$ cat src/design/mvm_pkg.sv
// Shared types and constants for the matrix-vector multiply block.
// Used by mvm_mac, mvm_res_fifo and the top level. Depends on nothing.
package mvm_pkg;

    // Fixed field widths of the item and result beats
    localparam int VAL_W  = 16;
    localparam int IDX_W  = 10;
    localparam int ROW_W  = 16;
    localparam int SUM_W  = 42;
    localparam int ACC_W  = 43;
    localparam int COLS_W = 11;

    // Defaults for the top-level parameters
    localparam int VEC_DEPTH_DEF  = 1024;
    localparam int ELEM_WIDTH_DEF = 16;

    // Result queue depth; also the cap on results in flight
    localparam int RES_DEPTH = 4;

    // Register port
    localparam int PDATA_W = 32;
    localparam int PADDR_W = 3;
    localparam int REG_SEL_BIT = 2;
    localparam logic REG_COLS = 1'b0;
    localparam logic REG_ROWS = 1'b1;

    // Item opcodes
    localparam logic OP_LOAD   = 1'b0;
    localparam logic OP_MATRIX = 1'b1;

    // Per-element bookkeeping that travels alongside the MAC pipe
    typedef struct packed {
        logic             row_end;
        logic [ROW_W-1:0] row_idx;
        logic             last;
    } mvm_tag_t;

    // One finished row
    typedef struct packed {
        logic [SUM_W-1:0] sum;
        logic [ROW_W-1:0] row_idx;
        logic             last;
    } mvm_res_t;

endpackage

$ cat src/design/mvm_res_fifo.sv
// Small result queue between the MAC pipe and the output channel.
// Depends on mvm_pkg for the result type.
module mvm_res_fifo #(
    parameter int DEPTH = 4
) (
    input  logic              clk,
    input  logic              rst_n,
    input  logic              push,
    input  mvm_pkg::mvm_res_t push_res,
    input  logic              pop,
    output logic              head_valid,
    output mvm_pkg::mvm_res_t head_res
);
    import mvm_pkg::*;

    localparam int PW = $clog2(DEPTH);
    localparam int CW = $clog2(DEPTH + 1);

    mvm_res_t        slot_reg [DEPTH];
    logic [PW-1:0]   wptr_reg;
    logic [PW-1:0]   wptr_next;
    logic [PW-1:0]   rptr_reg;
    logic [PW-1:0]   rptr_next;
    logic [CW-1:0]   count_reg;
    logic [CW-1:0]   count_next;

    always_comb
    begin
        wptr_next  = wptr_reg;
        rptr_next  = rptr_reg;
        count_next = count_reg;
        if (push)
        begin
            wptr_next = (wptr_reg == PW'(DEPTH - 1)) ? '0 : wptr_reg + PW'(1);
        end
        if (pop)
        begin
            rptr_next = (rptr_reg == PW'(DEPTH - 1)) ? '0 : rptr_reg + PW'(1);
        end
        if (push && !pop)
        begin
            count_next = count_reg + CW'(1);
        end
        else if (pop && !push)
        begin
            count_next = count_reg - CW'(1);
        end
    end

    always_ff @(posedge clk or negedge rst_n)
    begin
        if (!rst_n)
        begin
            wptr_reg  <= '0;
            rptr_reg  <= '0;
            count_reg <= '0;
        end
        else
        begin
            wptr_reg  <= wptr_next;
            rptr_reg  <= rptr_next;
            count_reg <= count_next;
        end
    end

    always_ff @(posedge clk)
    begin
        if (push)
        begin
            slot_reg[wptr_reg] <= push_res;
        end
    end

    assign head_valid = (count_reg != '0);
    assign head_res   = slot_reg[rptr_reg];

endmodule

$ cat config.mk
export PLATFORM = sky130hd
export DESIGN_NAME = mvm_res_fifo
export DESIGN_NICKNAME = d
export VERILOG_FILES = /design/src/design/mvm_pkg.sv /design/src/design/mvm_res_fifo.sv
export SDC_FILE = /design/constraint.sdc
export NUM_CORES = 1
export LEC_CHECK = 0
export BUFFER_PORTS_ARGS = -buffer_cell sky130_fd_sc_hd__buf_2
export CORE_MARGIN = 4
export CORE_UTILIZATION = 51
export CTS_CLUSTER_DIAMETER = 50
export CTS_CLUSTER_SIZE = 10
export DETAILED_ROUTE_END_ITERATION = 7
export PLACE_DENSITY = 0.75
export SYNTH_ARGS = -nofsm -noshare
export SYNTH_HDL_FRONTEND = slang
export SYNTH_SLANG_ARGS = --single-unit
export TNS_END_PERCENT = 100
$ cat constraint.sdc
create_clock -name clk -period 2.5 [get_ports clk]
set_clock_uncertainty 0.05 [all_clocks]
set_input_delay 0 -clock clk [delete_from_list [all_inputs] [get_ports clk]]
set_output_delay 0 -clock clk [all_outputs]
set_load 0.01 [all_outputs]
# [Yosys cells after proc, flatten, opt, wreduce, memory -nomap -nowiden]
# Memory sizes are Yosys's and may differ from the RTL's.
# Index checks and enable logic that the tools add are counted.
[word_totals] ff_bits=7 mem_bits_rw=236 in_bits=63 out_inout_bits=60 elab_cells=22 memories=1
[classes] n_addsub=4 eq_ne=2 muxes=6 n_reduce_logical=6
[mem_list] name="slot_reg" words=4 width=59 rd=1 rd_ports_with_merged_regs=0 write_ports=1 line="mvm_res_fifo.sv:19" rtl="mvm_res_t slot_reg [DEPTH];"
[op_table] op="3-bit 2-to-1 mux" n=2
[op_table] op="2-bit by 1-bit adder with 2-bit output (second input constant)" n=2
[op_table] op="2-bit equality test (second input constant)" n=2
[op_table] op="2-bit 2-to-1 mux" n=2
[op_table] op="3-bit by 1-bit adder with 3-bit output (second input constant)" n=1
[op_table] op="3-bit nonzero test" n=1
[op_table] op="3-bit by 1-bit subtractor with 3-bit output (second input constant)" n=1
[op_table] op="1-bit logical AND" n=2
[op_table] op="1-bit logical NOT" n=2
[op_table] op="1-bit 2-to-1 mux" n=2
[op_table] op="2-bit nonzero test" n=1

# [Depth between registers and ports, before layout]
[logic_depth] word_depth=4 ltp_mapped=7 mapped_depth_nobuf=7

# [Worst setup path before layout]
# Ideal clock, no wire load.
[synth_path] path_kind="register to register" start="register wptr_reg[0]" end="memory slot_reg[0][0] in the netlist's numbering (enable)" arrival_time_ns=2.017 setup_slack_ns=0.010 path_stages_with_launch=4 n_path_buf=0 period_less_slack_ns=2.490 path_cell_list="dfrtp_1 inv_1 ha_1 and2_1"
[synth_rtl] element="from (decl)" line="mvm_res_fifo.sv:20" rtl="logic [PW-1:0] wptr_reg;"
[synth_rtl] element="from (signal assigned)" line="mvm_res_fifo.sv:60" rtl="wptr_reg <= wptr_next;"
[synth_rtl] element="to (decl)" line="mvm_res_fifo.sv:19"
# Straight into the memory's write port.

==> results.cfg <==
[status]
status = finished clean

[clock_tree]
clk_latency_ns = 0.52
cts_buffer_depth = 3
cts_max_level = 1
cts_tree = built
ctsRootBufferMaster = clkbuf_16
clkTransAtPathRegs_ns = 0.06
clock-sinks = 243
postCtsResizedCells = 0
numCtsBuffers = 28

[die]
die_w_um = 141
start_util_pct = 52.0
ios = 123
coreArea_um2 = 17300
die-height_um = 141
num_rows = 48
design.die.area_um2 = 19800

[detailed_routing]
drt_iter0_drc = 243
wl_mm = 17.0
via_count = 4315
via_per_inst = 5.41
dr.pass1.iters = 4
wl_per_cell_um = 21.4
drcViolationCount = 0
drt.antenna.violating_nets = 0

[synthesis]
yosysMostFrequentCell = edfxtp_1
ys_types = 19
postSynthAreaPerCell_um2 = 26.1
yosysTopAreaCellShare_pct = 78.8
synth_seq_area_share_pct = 80.8
synth-edff-count = 236
synthesis.instances = 345
synth_flop_cell = edfxtp_1
yosys.area.top_type = edfxtp_1
ys_top_cells_by_area = edfxtp_1 79%, mux4_2 15%, dfrtp_1 1.9%
synthTopCellsByCount = 236 x edfxtp_1, 58 x mux4_2, 7 x dfrtp_1
syn_nets = 415
ys_ff_latch = 243
async_reset_ff_share_pct = 2.88
syn_area_um2 = 8990
synth.yosys.warnings = 0

[sta]
setup_tns_ns = 0
finalWorstSetupSlack_ns = 0.283
slew_violations = 0
max_clock_freq_ghz = 0.451
slew_headroom_pct = 61.4
min_period_ns = 2.22
rsz0062_at_grt = false
tightest_slew_ns = 0.578
post-route-period-util_pct = 88.7
whs_ns = 0.171
setup_viol = 0
hold_violations = 0

[critical_path]
cp.arrival_ns = 2.17
start_kind = register
cp-end-kind = output pin
path_class = register to output pin
cp.required_ns = 2.45
worst-path-max-fanout = 15

[global_route]
grt_util_met1_pct = 22.6
globalRouteMet2Util_pct = 29.2
gr-total-overflow = 0
grt_max_degree = 33
track_usage_pct = 17.2
met3_usage_pct = 4.31
busiest_layer = met2
antenna_found_initial = 0
grt_pass1_wl_mm = 26.5
grt_pass1_vias = 4772

[run]
max-cap-violations = 0

[final_layout]
largest_reg_flops = 236
finalNetCount = 629
area_growth_pct = 26.2
drive_above_1_share_pct = 40.6
antenna_cells = 0

[pwr]
ir_drop_uv = 762
leakage_nw = 3.96
pwr_density_cell_nw_per_um2 = 1110

[placement]
place_ws_ns = 0.640
port_buffers = 122
place_congestion = 0.708
dpl.hpwl_mm = 9.88

[min_path]
min_path_type = input port to register
==> path summary, 6_finish.rpt <==
| check | startpoint | to | slack (ns) | cells past startpoint |
|---|---|---|---|---|
| setup / recovery | rptr_reg[0]$_DFFE_PN0P_ | head_res[19] | 0.28 | 3 |
| hold / removal | push_res[50] | slot_reg[1][50]$_DFFE_PP_ | 0.17 | 2 |
| setup reg to reg | wptr_reg[0]$_DFFE_PN0P_ | slot_reg[2][15]$_DFFE_PP_ | 0.65 | 4 |
| hold reg to reg | count_reg[2]$_DFFE_PN0P_ | count_reg[2]$_DFFE_PN0P_ | 0.42 | 1 |
| max in group asynchronous | rst_n | rptr_reg[0]$_DFFE_PN0P_ | 1.70 | 3 |
| min in group asynchronous | rst_n | count_reg[2]$_DFFE_PN0P_ | 0.42 | 3 |
==> cell usage in the layout (no fill, tap or decap), types with 2 or more instances in the layout <==
cell type / instances
xor2_1: 2
inv_1: 4
buf_12: 7
o21ai_0: 2
buf_2: 122
mux4_2: 58
clkbuf_1: 13
clkbuf_16: 28
buf_4: 5
dlygate4sd3_1: 63
and2_4: 4
edfxtp_1: 236
nor2_1: 3
ha_1: 6
mux2_2: 3
nand2_1: 2
dfrtp_1: 5
==> what timing repair did <==
action	4_1_cts	5_1_grt
hold buffers	63	0
setup buffers	0	1
endpoints found under the hold margin	249	0
endpoints found under the setup margin	0	10
==> critical path, stage by stage, from the launching register on <==
cell     delay [ns]
dfrtp_4        0.64
buf_4          0.30
mux4_2         0.53
buf_2          0.16
==> through the flow <==
| stage | total power, W | utilization [%] | cells | area (um2) |
|---|---|---|---|---|
| after floorplan | 0.00789 | - | 345 | 8990 |
| after global placement | 0.00896 | 57.3 | 690 | 9910 |
| after detailed placement | 0.00905 | 57.3 | 690 | 9910 |
| after CTS | 0.0126 | 65.4 | 796 | 11300 |
| after global routing | 0.0131 | 65.6 | 797 | 11300 |
| final | 0.0125 | 65.6 | 797 | 11300 |
==> layout make-up <==
type                            count  area (um2)
Multi-Input combinational cell     84        1560
Inverter                            4        15.0
Timing Repair Buffer              198        1450
Clock inverter                      2        25.0
Clock buffer                       41         749
Sequential cell                   243        7270
Tap cell                          225         282
Fill cell                        1107        5950
==> where the power goes <==
group / switching, W / total, W / internal [W]
clock: 0.00144 / 0.00348 / 0.00205
sequential: 0.000325 / 0.00556 / 0.00523
combinational: 0.00171 / 0.00349 / 0.00178
==> metal layers <==
metal  part of all wire, %  vias to the layer above
met3                   6.4                       29
met5                     0                        -
li1                      -                     1901
met1                    40                     2240
met2                    51                      145
met4                   2.3                        0
==> cells by family after synthesis <==
group	synth area share (%)
flops	80.8
mux	15.2
buf+inv	2.00
simple gates	0.557
fa+ha+maj	1.06
xor+xnor	0.292
compound gates	0.111
(Power assumes the default switching activity.)
