<file path="src/design/mvm_pkg.sv">
// Shared types and constants for the matrix-vector multiply block.
// Used by mvm_mac, mvm_res_fifo and the top level. Depends on nothing.
package mvm_pkg;

    // Fixed field widths of the item and result beats
    localparam int VAL_W  = 16;
    localparam int IDX_W  = 10;
    localparam int ROW_W  = 16;
    localparam int SUM_W  = 42;
    localparam int ACC_W  = 43;
    localparam int COLS_W = 11;

    // Defaults for the top-level parameters
    localparam int VEC_DEPTH_DEF  = 1024;
    localparam int ELEM_WIDTH_DEF = 16;

    // Result queue depth; also the cap on results in flight
    localparam int RES_DEPTH = 4;

    // Register port
    localparam int PDATA_W = 32;
    localparam int PADDR_W = 3;
    localparam int REG_SEL_BIT = 2;
    localparam logic REG_COLS = 1'b0;
    localparam logic REG_ROWS = 1'b1;

    // Item opcodes
    localparam logic OP_LOAD   = 1'b0;
    localparam logic OP_MATRIX = 1'b1;

    // Per-element bookkeeping that travels alongside the MAC pipe
    typedef struct packed {
        logic             row_end;
        logic [ROW_W-1:0] row_idx;
        logic             last;
    } mvm_tag_t;

    // One finished row
    typedef struct packed {
        logic [SUM_W-1:0] sum;
        logic [ROW_W-1:0] row_idx;
        logic             last;
    } mvm_res_t;

endpackage

</file>
<file path="src/design/mvm_mac.sv">
// Multiply-accumulate pipe: aligns element with store read, multiplies,
// accumulates the row and emits the sum at row end. Depends on mvm_pkg.
module mvm_mac #(
    parameter int DATA_W = 16
) (
    input  logic                 clk,
    input  logic                 rst_n,
    input  logic                 issue,
    input  mvm_pkg::mvm_tag_t    issue_tag,
    input  logic [DATA_W-1:0]    issue_val,
    input  logic [DATA_W-1:0]    rd_data,
    output logic                 push,
    output mvm_pkg::mvm_res_t    push_res
);
    import mvm_pkg::*;

    localparam int PROD_W = 2 * DATA_W;

    logic                s1_valid_reg;
    mvm_tag_t            s1_tag_reg;
    logic [DATA_W-1:0]   s1_val_reg;
    logic                s2_valid_reg;
    mvm_tag_t            s2_tag_reg;
    logic [PROD_W-1:0]   prod_reg;
    logic [ACC_W-1:0]    acc_reg;
    logic [ACC_W-1:0]    acc_next;
    logic [ACC_W-1:0]    acc_sum;

    // Stage 1 lines up with the store read; stage 2 holds the product
    always_ff @(posedge clk or negedge rst_n)
    begin
        if (!rst_n)
        begin
            s1_valid_reg <= 1'b0;
            s2_valid_reg <= 1'b0;
            acc_reg      <= '0;
        end
        else
        begin
            s1_valid_reg <= issue;
            s2_valid_reg <= s1_valid_reg;
            acc_reg      <= acc_next;
        end
    end

    always_ff @(posedge clk)
    begin
        s1_tag_reg <= issue_tag;
        s1_val_reg <= issue_val;
        s2_tag_reg <= s1_tag_reg;
        prod_reg   <= PROD_W'(s1_val_reg) * PROD_W'(rd_data);
    end

    assign acc_sum = acc_reg + ACC_W'(prod_reg);

    always_comb
    begin
        acc_next = acc_reg;
        if (s2_valid_reg)
        begin
            acc_next = s2_tag_reg.row_end ? '0 : acc_sum;
        end
    end

    assign push             = s2_valid_reg && s2_tag_reg.row_end;
    assign push_res.sum     = acc_sum[SUM_W-1:0];
    assign push_res.row_idx = s2_tag_reg.row_idx;
    assign push_res.last    = s2_tag_reg.last;

endmodule

</file>
<file path="config.mk">
export PLATFORM = sky130hd
export DESIGN_NAME = mvm_mac
export DESIGN_NICKNAME = d
export VERILOG_FILES = /design/src/design/mvm_pkg.sv /design/src/design/mvm_mac.sv
export SDC_FILE = /design/constraint.sdc
export NUM_CORES = 1
export LEC_CHECK = 0
export ABC_AREA = 1
export BUFFER_PORTS_ARGS = -buffer_cell sky130_fd_sc_hd__buf_2
export CORE_UTILIZATION = 40
export CTS_CLUSTER_DIAMETER = 30
export DETAILED_ROUTE_END_ITERATION = 8
export SLEW_MARGIN = 30
export SYNTH_ARGS = -nofsm -noshare
export SYNTH_HDL_FRONTEND = slang
export SYNTH_SLANG_ARGS = --single-unit
export TNS_END_PERCENT = 1
</file>
<file path="constraint.sdc">
create_clock -name clk -period 9.1 [get_ports clk]
set_clock_uncertainty 0.15 [all_clocks]
set_input_delay 1.82 -clock clk [delete_from_list [all_inputs] [get_ports clk]]
set_output_delay 1.82 -clock clk [all_outputs]
set_load 0.1 [all_outputs]
</file>
# == Yosys cells after proc, flatten, opt, wreduce, memory -nomap -nowiden ==
# Index checks and enable logic that the tools add are counted.
# op_classes
n_addsub,1
multipliers,1
n_mux,1
n_reduce_logical,1
# ops
cell,n
43-bit by 32-bit adder with 43-bit output,1
43-bit two-way mux,1
16-bit by 16-bit multiplier with 32-bit output,1
1-bit logical AND,1
# totals
register_bits,129
in_bits,53
out_inout_bits,60

# == Longest topological paths before layout ==
# logic_depth
ltp_word,2
mapped_depth,28
ltp_nobuf,26

# == Least setup slack after synthesis ==
# OpenSTA, ideal clock, no wires.
# synth_path
path_kind,input-to-reg
start,input rd_data[1]
end,register prod_reg[30]
setup_time_ps,112
arrival_ps,6672
t_required_ps,8838
slack_ps,2165
path_stages,24
n_path_buf,2
cell_sequence,clkbuf_1 -> clkbuf_1 -> nand2_1 -> fa_1 -> fa_1 -> inv_1 -> fa_1 -> inv_1 -> fa_1 -> inv_1 -> fa_1 -> inv_1 -> fa_1 -> inv_1 -> ha_1 -> a21o_1 -> a21oi_1 -> nand2_1 -> nand2_1 -> nand3_1 -> nand2_1 -> nand2_1 -> nand2_1 -> nand2_1
# synth_between
elab_chain_len,1
# synth_rtl
item,line,source
start: declaration,mvm_mac.sv:11,"input logic [DATA_W-1:0] rd_data,"
16-bit by 16-bit multiplier with 32-bit output,mvm_mac.sv:51,prod_reg <= PROD_W'(s1_val_reg) * PROD_W'(rd_data);
end signal: assignment,mvm_mac.sv:51,
end: declaration,mvm_mac.sv:24,logic [PROD_W-1:0] prod_reg;
# No other way between the ends.
# A chain may end at the register's enable or synchronous reset.

# == Worst setup path in the final report ==
# layout_path
start,input rd_data[7]
end,register prod_reg[29]
# The elaborated chain is that of the path after synthesis.

==> summary.txt <==
Cells and area
  • Ant diodes: 0
  • Max reg flops: 42
  • Final #Nets: between 2000 and 3000
  • Syn-to-layout area delta: 9.26%
  • Layout fillers: 4030
  • Layout cells sized above 1: 0.0788
  • Post-Layout Cell Count: between 2000 and 3000

Routing
  • Routed Antenna Nets: 0
  • DRC viols: 0
  • Vias/cell: about 4.8
  • Routed WL per cell: 14.9 um
  • DR iter-0 viols: 600
  • Vias: 13004
  • Total Routed Length: around 40000 um
  • Drt pass-1 iters: 5

Synth
  • EDFF count, synth: 0
  • Synth Instances: roughly 2200
  • Area contributors post-synth: fa_1 (25%), nand2_1 (16%), inv_1 (13%)
  • Post-synth top area share: 0.251
  • Cell area after synthesis: about 16000 um^2
  • Avg Cell Area, Syn: a little over 7 um^2
  • Sequential-to-total area share from yosys stat: 0.179
  • Ys flop type: dfxtp_1
  • Yosys reg bits: around 130
  • Post-Syn Nets: around 2500
  • Async SR Flop Fraction: 0.344
  • Dominant cell type by area after synthesis: fa_1
  • Post-synth cell types: 37
  • Yosys warnings: 0

Worst setup path
  • Highest-delay cell along the critical path: fa_1
  • Crit path buf inv count: 4
  • Critical Path AT: about 7.0 ns
  • CP top delay family: adder cells
  • Critical path fanouts, max: 16
  • Crit path largest cell delay: 0.58 ns
  • WS Path Type: in2reg
  • Worst Path Required: about 9.3 ns
  • CP Launch Type: primary input
  • Kind of end point of the critical path: flop
  • Critical Path, Cell by Cell: buf_2 > nand2_1 > fa_1 > inv_1 > fa_1 > fa_1 > fa_1 > fa_1 > inv_1 > fa_1 > inv_1 > ha_1 > a21o_1 > a21boi_1 > o21ai_0 > a21oi_1 > nand2_1 > nand2_1 > nand2_1
  • Most used cell, CP: fa_1

Global routing
  • GRT Residual Overflow: 0
  • Largest net degree at the start of global routing: 45
  • Number of global-route vias before repair: ~14000
  • First-pass GRT wire length: ~69000 um
  • Gr usage total: 0.224
  • Initial antenna violation count: 0

Timing
  • Fmax: 0.147 GHz
  • Final setup vio count: 0
  • Worst hold margin: around 0.18 ns
  • Crit path time final: 6.82 ns
  • Slew HR: 0.407
  • Setup TNS: 0 ns
  • Worst-margin pin slew: just under 0.9 ns
  • Final Cycle Share: 0.749
  • RSZ-0062 raised after global routing: no
  • Fin. Hold Viols: 0
  • Final slew viol count: 0

Clocking
  • CTS root buf: clkbuf_16
  • H-tree levels: 4
  • CTS Buffer Depth: 2
  • Worst-skew pair later-pin latency: about 0.46 ns
  • CTS tree: built
  • Num CTS Buffers: 17
  • CTS Sinks: 128
  • CTS clk-pin slew, worst paths: 0.06 ns
  • Postcts setup bufs: 0
  • Hold Buf Count CTS: 0
  • Post-CTS sizing: 0

Place
  • Input/output buffers: 112
  • Placed Cells incl. Taps: ~2700
  • Placer Congestion: 0.913
  • DP HPWL: 33500 um

Die
  • I/O pin cnt: 113
  • FP Rows: 71
  • Core Region: approximately 38000 um^2
  • Die width: around 200 um
  • Starting Density: 0.410
  • Die height: 199 um
  • Die footprint: 39700 um^2

Outcome
  • Status: complete, no violations

Flow run
  • Max_cap viols: 0

Worst hold path
  • Worst Hold Class: reg2reg
## Yosys cell counts, types with 5 or more instances
master,number
nand2_1,670
inv_1,534
fa_1,195
ha_1,136
nor2_1,92
dfxtp_1,84
nand3_1,78
clkbuf_1,69
a21oi_1,58
dfrtp_1,44
xor2_1,31
o21ai_0,24
and2_1,21
buf_4,17
nand4_1,16
xnor2_1,11
a22o_1,9
nor3_1,8
a21o_1,6
nand3_2,6
or2_1,6
inv_2,5
nand2_2,5
nor2_2,5
nor4_1,5
o21bai_1,5
## logic make-up (layout without fill, tap and decap cells)
group | after synthesis | count (layout) | synth area share
DFF | 128 | 128 | 0.179
AOI/OAI and AO/OA | 111 | 111 | 0.0406
adders and majority gates | 331 | 331 | 0.360
and+or+nand+nor | 917 | 917 | 0.241
buffers and inverters | 629 | 691 | 0.156
xor gates and xnor gates | 42 | 42 | 0.0236
## worst register-to-register path: cells and delay by family (launching register included)
family	cells	cell delay, ns
fa+ha+maj	7	3.40
buf+inv	3	0.15
simple gates	4	0.42
flops	1	0.88
compound gates	4	0.94
## cells in the final DEF, fill, tap and decap left out, types with 3 or more instances in the layout
cell type / netlist / final
nand2_1: 670 / 670
inv_1: 534 / 534
fa_1: 195 / 195
ha_1: 136 / 136
buf_2: 2 / 112
nor2_1: 92 / 91
dfxtp_1: 84 / 84
nand3_1: 78 / 78
a21oi_1: 58 / 58
dfrtp_1: 44 / 44
xor2_1: 31 / 31
o21ai_0: 24 / 24
and2_1: 21 / 21
clkbuf_16: 0 / 17
nand4_1: 16 / 16
xnor2_1: 11 / 11
a22o_1: 9 / 9
nor3_1: 8 / 8
a21o_1: 6 / 6
nor2_2: 5 / 6
nand3_2: 6 / 6
or2_1: 6 / 6
inv_6: 0 / 6
buf_4: 17 / 6
o21bai_1: 5 / 5
inv_2: 5 / 5
nand2_2: 5 / 5
nor4_1: 5 / 5
clkinv_8: 0 / 5
clkinv_4: 0 / 3
## path summary, 6_finish.rpt
check | depth (start not counted) | from | slack [ns] | to
worst max-delay path | 19 | rd_data[7] | 2.28 | prod_reg[29]$_DFF_P_
worst min-delay path | 0 | s1_tag_reg[9]$_DFF_P_ | 0.18 | push_res[9]$_DFF_P_
worst max register to register | 18 | s1_val_reg[11]$_DFF_P_ | 3.04 | prod_reg[29]$_DFF_P_
worst min register to register | 0 | s1_tag_reg[9]$_DFF_P_ | 0.18 | push_res[9]$_DFF_P_
max in group asynchronous | 2 | rst_n | 7.02 | acc_reg[25]$_DFFE_PN0P_
min in group asynchronous | 2 | rst_n | 1.33 | s2_valid_reg$_DFF_PN0_
## layer usage
layer	up-vias	part of all wire	global-route usage
li1	6399	-	-
met2	284	0.47	0.376
met1	6277	0.47	0.300
met5	-	0	0
met3	44	0.044	0.0312
met4	0	0.015	0.0581
## through the flow
step | setup slack (ns) | utilization | cell area (um^2)
2_1_floorplan | 2.17 | - | 15600
3_3_place_gp | 1.85 | 0.432 | 16400
3_5_place_dp | 1.79 | 0.432 | 16400
4_1_cts | 2.28 | 0.448 | 17000
5_1_grt | 1.96 | 0.448 | 17000
6_report | 2.28 | 0.448 | 17000
## cell type report
type | count | area [um^2] | area share
repair buffers | 118 | 606 | 0.0356
clock inverters | 15 | 166 | 0.00978
clock buffers | 17 | 425 | 0.0250
inverters | 541 | 2030 | 0.119
well taps | 511 | 639 | 0.0376
flip-flops and latches | 128 | 2780 | 0.164
multi-input cells | 1401 | 10400 | 0.609
Power is not shown: default switching activity piles up to over one toggle a cycle in this logic, so the estimate is an artifact.
